===== src/hdl/ktq_pkg.sv =====
package ktq_pkg;

    localparam int SLOTS       = 16;
    localparam int MAX_RESULTS = 16;
    localparam int IW          = $clog2(SLOTS);
    localparam int NW          = $clog2(MAX_RESULTS + 1);

    localparam logic [1:0] OP_ARM    = 2'd0;
    localparam logic [1:0] OP_CANCEL = 2'd1;
    localparam logic [1:0] OP_TICK   = 2'd2;
    localparam logic [1:0] OP_NONE   = 2'd3;

    localparam logic [1:0] KIND_ARM    = 2'd0;
    localparam logic [1:0] KIND_CANCEL = 2'd1;
    localparam logic [1:0] KIND_EXPIRY = 2'd2;

    localparam logic [2:0] ST_NEW       = 3'd0;
    localparam logic [2:0] ST_REARM     = 3'd1;
    localparam logic [2:0] ST_FULL      = 3'd2;
    localparam logic [2:0] ST_CANCELLED = 3'd3;
    localparam logic [2:0] ST_NOT_FOUND = 3'd4;

    typedef struct packed {
        logic [1:0]  opcode;
        logic [15:0] timer_id;
        logic [30:0] timeout_ticks;
    } t_in;

    typedef struct packed {
        logic [1:0]  kind;
        logic [15:0] expired_id;
        logic [2:0]  status;
        logic        last;
    } t_out;

    // search record that walks down the slot chain, one cell per cycle
    typedef struct packed {
        logic          act;
        logic [15:0]   key;
        logic          hit;
        logic [IW-1:0] hit_idx;
        logic          free;
        logic [IW-1:0] free_idx;
        logic          best;
        logic [IW-1:0] best_idx;
        logic [31:0]   best_age;
        logic [15:0]   best_key;
    } t_probe;

    // slot update broadcast to all cells
    typedef struct packed {
        logic          en;
        logic [IW-1:0] idx;
        logic          set_valid;
        logic          clr_valid;
        logic          wr_key;
        logic          wr_dl;
        logic [15:0]   key;
        logic [31:0]   deadline;
    } t_wr;

endpackage


===== src/hdl/ktq_cell.sv =====
module ktq_cell (
    input  logic                  i_clk,
    input  logic                  i_rst_n,
    input  logic [ktq_pkg::IW-1:0] i_idx,
    input  logic [31:0]           i_now,
    input  ktq_pkg::t_wr          i_wr,
    input  ktq_pkg::t_probe       i_probe,
    output ktq_pkg::t_probe       o_probe
);
    import ktq_pkg::*;

    logic        r_valid;
    logic [15:0] r_key;
    logic [31:0] r_dl;
    t_probe      r_probe;
    t_probe      n_probe;
    logic [31:0] w_age;
    logic        w_exp;
    logic        w_sel;

    assign w_age = i_now - r_dl;
    assign w_exp = r_valid && !w_age[31];
    assign w_sel = i_wr.en && (i_wr.idx == i_idx);

    always_comb begin
        n_probe = i_probe;
        if (r_valid && (r_key == i_probe.key) && !i_probe.hit) begin
            n_probe.hit     = 1'b1;
            n_probe.hit_idx = i_idx;
        end
        if (!r_valid && !i_probe.free) begin
            n_probe.free     = 1'b1;
            n_probe.free_idx = i_idx;
        end
        // strictly older wins, so equal deadlines keep the lower slot
        if (w_exp && (!i_probe.best || (w_age > i_probe.best_age))) begin
            n_probe.best     = 1'b1;
            n_probe.best_idx = i_idx;
            n_probe.best_age = w_age;
            n_probe.best_key = r_key;
        end
    end

    always_ff @(posedge i_clk) begin
        if (!i_rst_n) begin
            r_valid <= 1'b0;
            r_probe <= '0;
        end else begin
            r_probe <= n_probe;
            if (w_sel && i_wr.set_valid) begin
                r_valid <= 1'b1;
            end else if (w_sel && i_wr.clr_valid) begin
                r_valid <= 1'b0;
            end
        end
    end

    always_ff @(posedge i_clk) begin
        if (w_sel && i_wr.wr_key) begin
            r_key <= i_wr.key;
        end
        if (w_sel && i_wr.wr_dl) begin
            r_dl <= i_wr.deadline;
        end
    end

    assign o_probe = r_probe;

endmodule


===== config.mk =====
export PLATFORM = sky130hd
export DESIGN_NAME = ktq_cell
export DESIGN_NICKNAME = d
export VERILOG_FILES = /design/src/hdl/ktq_pkg.sv /design/src/hdl/ktq_cell.sv
export SDC_FILE = /design/constraint.sdc
export NUM_CORES = 1
export LEC_CHECK = 0
export BUFFER_PORTS_ARGS = -buffer_cell sky130_fd_sc_hd__buf_2
export CAP_MARGIN = 20
export CORE_MARGIN = 2
export CORE_UTILIZATION = 30
export DETAILED_ROUTE_END_ITERATION = 6
export GPL_TIMING_DRIVEN = 1
export PLACE_DENSITY = 0.62
export SETUP_SLACK_MARGIN = 0.1
export SYNTH_ARGS = -nofsm -noshare
export SYNTH_HDL_FRONTEND = slang
export SYNTH_SLANG_ARGS = --single-unit

===== constraint.sdc =====
create_clock -name i_clk -period 5.1 [get_ports i_clk]
set_input_delay 0.255 -clock i_clk [delete_from_list [all_inputs] [get_ports i_clk]]
set_output_delay 0.255 -clock i_clk [all_outputs]
set_load 0.02 [all_outputs]

==> impl_metrics.yaml <==
sta:
  tns_ns: 0
  skew_ns: 0.01388
  setup_viol: 0
  tightestPinTransition_ns: 0.8423
  timing.final.crit_share_pct: 93.12
  hold_viol: 0
  slew_headroom_pct: 43.63
  period_needed_ns: 4.749
  slew_violations: 0
  max_freq_ghz: 0.2106
  rsz0062_at_grt: "no"
die:
  initial_core_util_pct: 30.47
  die_h_um: 160.9
  pin_count: 255
  rows: 57
  dieWidth_um: 160.9
  die-area_mm2: 0.02590
  core_mm2: 0.02425
routing:
  post_drt_wl_per_cell_um: 16.88
  drc_errors: 0
  dr.pass1.iters: 5
  first_iter_violations: 434
  wirelength_um: 23900
  via_count: 6927
  detail_route.vias_per_cell: 4.892
  final_antenna_net_count: 0
clocking:
  clockBufferDepth: 2
  clkSlewWorstSetupHoldPaths_ns: 0.06
  clkSinkCount: 129
  htreeDepth: 4
  cts_buffers: 17
  clock-root-buffer: "clkbuf_16"
  cts_tree: "built"
  clock_latency_ns: 0.43
final_layout:
  n_antenna_cell: 0
  design_area_mm2: 0.01022
  fill_cells: 2431
  syn_to_final_growth_pct: 38.37
  drive_gt1_share_pct: 34.16
  nets: 1318
setup_path:
  critPathKind: "reg2reg"
  cp_max_fo: 13
  r2r-start: "r_dl[1]$_DFFE_PP_"
  crit_family: "simple AND/OR/NAND/NOR gates"
  reg2reg_depth: 20
  regToRegEndpoint: "o_probe[16]$_SDFF_PN0_"
  end_kind: "flip-flop"
  slowest_stage: "or3_4"
  cp_num_buf_inv: 3
  r2r_slack_ns: 0.35
  cp.required_ns: 5.45
  cp.arrival_ns: 5.10
  crit_path_start_kind: "flip-flop"
  crit_chain: "inv_1 -> ha_1 -> nor2b_2 -> o31ai_4 -> a2111oi_2 -> or3_4 -> o31ai_4 -> a41o_2 -> or2_1 -> inv_1 -> ha_1 -> nand4_1 -> nor2_2 -> nand2_1 -> nor3_1 -> nor4_4 -> a21o_2 -> buf_12 -> or3_1 -> a21oi_1"
  slowest_delay_ns: 0.41
logic_synthesis:
  synth.most_common_cell: "dfxtp_1"
  synth_common_cells: "81 x dfxtp_1, 73 x a21oi_1, 72 x inv_1"
  syn_inst: 778
  ys_types: 70
  ys_seq_elements: 129
  async_flop_share_pct: 0
  syn_area_per_cell_um2: 9.498
  yosys_warnings: 0
  synth_fp_nets: 1017
  yosys.area.top_type_share_pct: 21.94
  synth_edf_count: 48
  yosys-top-cells-area: "dfxtp_1 22%, edfxtp_1 20%, ha_1 11%, a21oi_1 4.9%, inv_1 3.7%"
  synth_top_area_cell: "dfxtp_1"
  netlist_area_mm2: 0.007390
  ys.flop_type: "dfxtp_1"
  yosysSeqAreaShare_pct: 41.45
grt:
  grt_pass1_vias: 6755
  grt_max_degree: 51
  grt_pass1_wl_um: 36180
  grt_overflow: 0
  grt_util_all_layers_pct: 18.13
  antenna_found_initial: 1
pwr:
  power.total_uw: 3085
  peakVddDrop_mv: 0.1434
  power_density_mw_per_mm2: 301.8
  p_leak_uw: 0.004596
place:
  gp_congestion: 0.9130
  place_area_mm2: 0.009069
  dp_hpwl_um: 18450
  port_buffers: 254
min_path:
  worstHoldPathCells: 1
  holdPathEnd: "r_dl[15]$_DFFE_PP_"
  holdCritPathClass: "in2reg"
  hp-start: "i_wr[15]"
run:
  cap_violations: 0
run_status:
  status: "finished clean"
==> layout make-up <==
cell class | instances | area, µm² | share of cell area (%)
well taps | 324 | 405.4 | 3.965
flip-flops and latches | 129 | 3063 | 29.96
multi-input cells | 539 | 3910 | 38.24
repair buffers | 319 | 1946 | 19.03
clock buffers | 19 | 464.2 | 4.540
inverters | 73 | 274.0 | 2.680
clock inverters | 13 | 162.7 | 1.591
==> worst register-to-register path: cells and delay by family (launching register included) <==
| kind | cells | cell delay (ns) |
|---|---|---|
| buffers and inverters | 3 | 0.32 |
| AOI/OAI and AO/OA | 6 | 1.47 |
| DFF | 1 | 0.36 |
| and+or+nand+nor | 9 | 2.02 |
| adders and majority gates | 2 | 0.51 |
==> timing repair <==
item                                    CTS  global route
hold buffers                             43             0
hold endpoints to repair                 43             0
buffers inserted                          0             4
cloned                                    0             0
pin swaps                                 0             7
endpoints found under the setup margin   46            52
gates resized for setup                   4            13
==> registers in the layout, summed over array words and instances (netlist names) <==
| register | cells |
|---|---|
| r_dl | 32 |
| o_probe | 80 |
| r_valid | 1 |
| r_key | 16 |
==> cell usage in the layout (no fill, tap or decap), types with 6 or more instances in the layout <==
| master | netlist | routed |
|---|---|---|
| a211oi_1 | 7 | 6 |
| a211oi_2 | 7 | 8 |
| a21o_1 | 14 | 14 |
| a21oi_1 | 73 | 71 |
| a21oi_2 | 8 | 9 |
| a31o_1 | 8 | 8 |
| a31oi_1 | 6 | 6 |
| and2_1 | 20 | 20 |
| buf_12 | 0 | 6 |
| buf_2 | 7 | 254 |
| buf_4 | 3 | 15 |
| clkbuf_16 | 0 | 18 |
| dfxtp_1 | 81 | 81 |
| dlygate4sd3_1 | 0 | 43 |
| edfxtp_1 | 48 | 48 |
| ha_1 | 63 | 62 |
| inv_1 | 72 | 72 |
| nand2_1 | 35 | 35 |
| nand3_1 | 50 | 50 |
| nand4_1 | 15 | 15 |
| nor2_1 | 32 | 30 |
| nor3_1 | 11 | 10 |
| o21a_1 | 9 | 9 |
| o21ai_0 | 26 | 25 |
| o21ai_1 | 32 | 32 |
| o21ai_2 | 8 | 8 |
| xnor2_1 | 30 | 30 |
| xor2_1 | 15 | 15 |
==> kinds of logic (layout without fill, tap and decap cells) <==
| logic type | after synthesis | after routing | share of synthesized area, % |
|---|---|---|---|
| compound gates | 236 | 236 | 21.55 |
| simple gates | 190 | 190 | 13.46 |
| flops | 129 | 129 | 41.45 |
| buf+inv | 110 | 424 | 6.722 |
| fa+ha+maj | 64 | 64 | 10.94 |
| xor+xnor | 45 | 45 | 5.334 |
| mux | 4 | 4 | 0.5418 |
==> worst max path at each step <==
stage                     slack (ns)                from  cells past startpoint                endpoint
after floorplan                 0.75  r_dl[11]$_DFFE_PP_                     20  o_probe[39]$_SDFF_PN0_
after global placement          0.09            i_now[1]                     22  o_probe[14]$_SDFF_PN0_
after detailed placement       -0.06            i_now[1]                     22  o_probe[14]$_SDFF_PN0_
after CTS                       0.12   r_dl[0]$_DFFE_PP_                     21   o_probe[6]$_SDFF_PN0_
after global routing            0.07   r_dl[1]$_DFFE_PP_                     20  o_probe[16]$_SDFF_PN0_
final                           0.35   r_dl[1]$_DFFE_PP_                     20  o_probe[16]$_SDFF_PN0_
==> power breakdown <==
| group | leakage (µW) | switching [µW] | total (µW) | internal (µW) |
|---|---|---|---|---|
| clock | 0.000306 | 532 | 1310 | 782 |
| combinational | 0.00318 | 370 | 648 | 279 |
| sequential | 0.00111 | 13.1 | 1120 | 1110 |
| total | 0.00460 | 915 | 3090 | 2170 |
==> metrics by stage <==
step / cells / setup WS (ns) / util, % / hold WS, ns
detailed placement: 1337 / -0.05528 / 37.40 / 0.4331
global route: 1416 / 0.06946 / 42.17 / 0.0009807
CTS: 1412 / 0.1163 / 41.84 / 0.001216
global placement: 1337 / 0.09301 / 37.40 / 0.4322
finish: 1416 / 0.3507 / 42.17 / 0.01895
floorplan: 778 / 0.7472 / - / 0.3539
==> metal layers <==
metal  share of wire [%]  global-route usage [%]  wire [µm]  vias to the layer above
met5               0.067                       0         16                        -
met4                 3.0                   7.508        714                        2
met3                 7.5                   5.553       1785                       47
met2                  48                   31.17      11510                      274
met1                  41                   20.96       9866                     3192
li1                    -                       -          -                     3412
No activity file was read; power rests on OpenSTA's default activity.
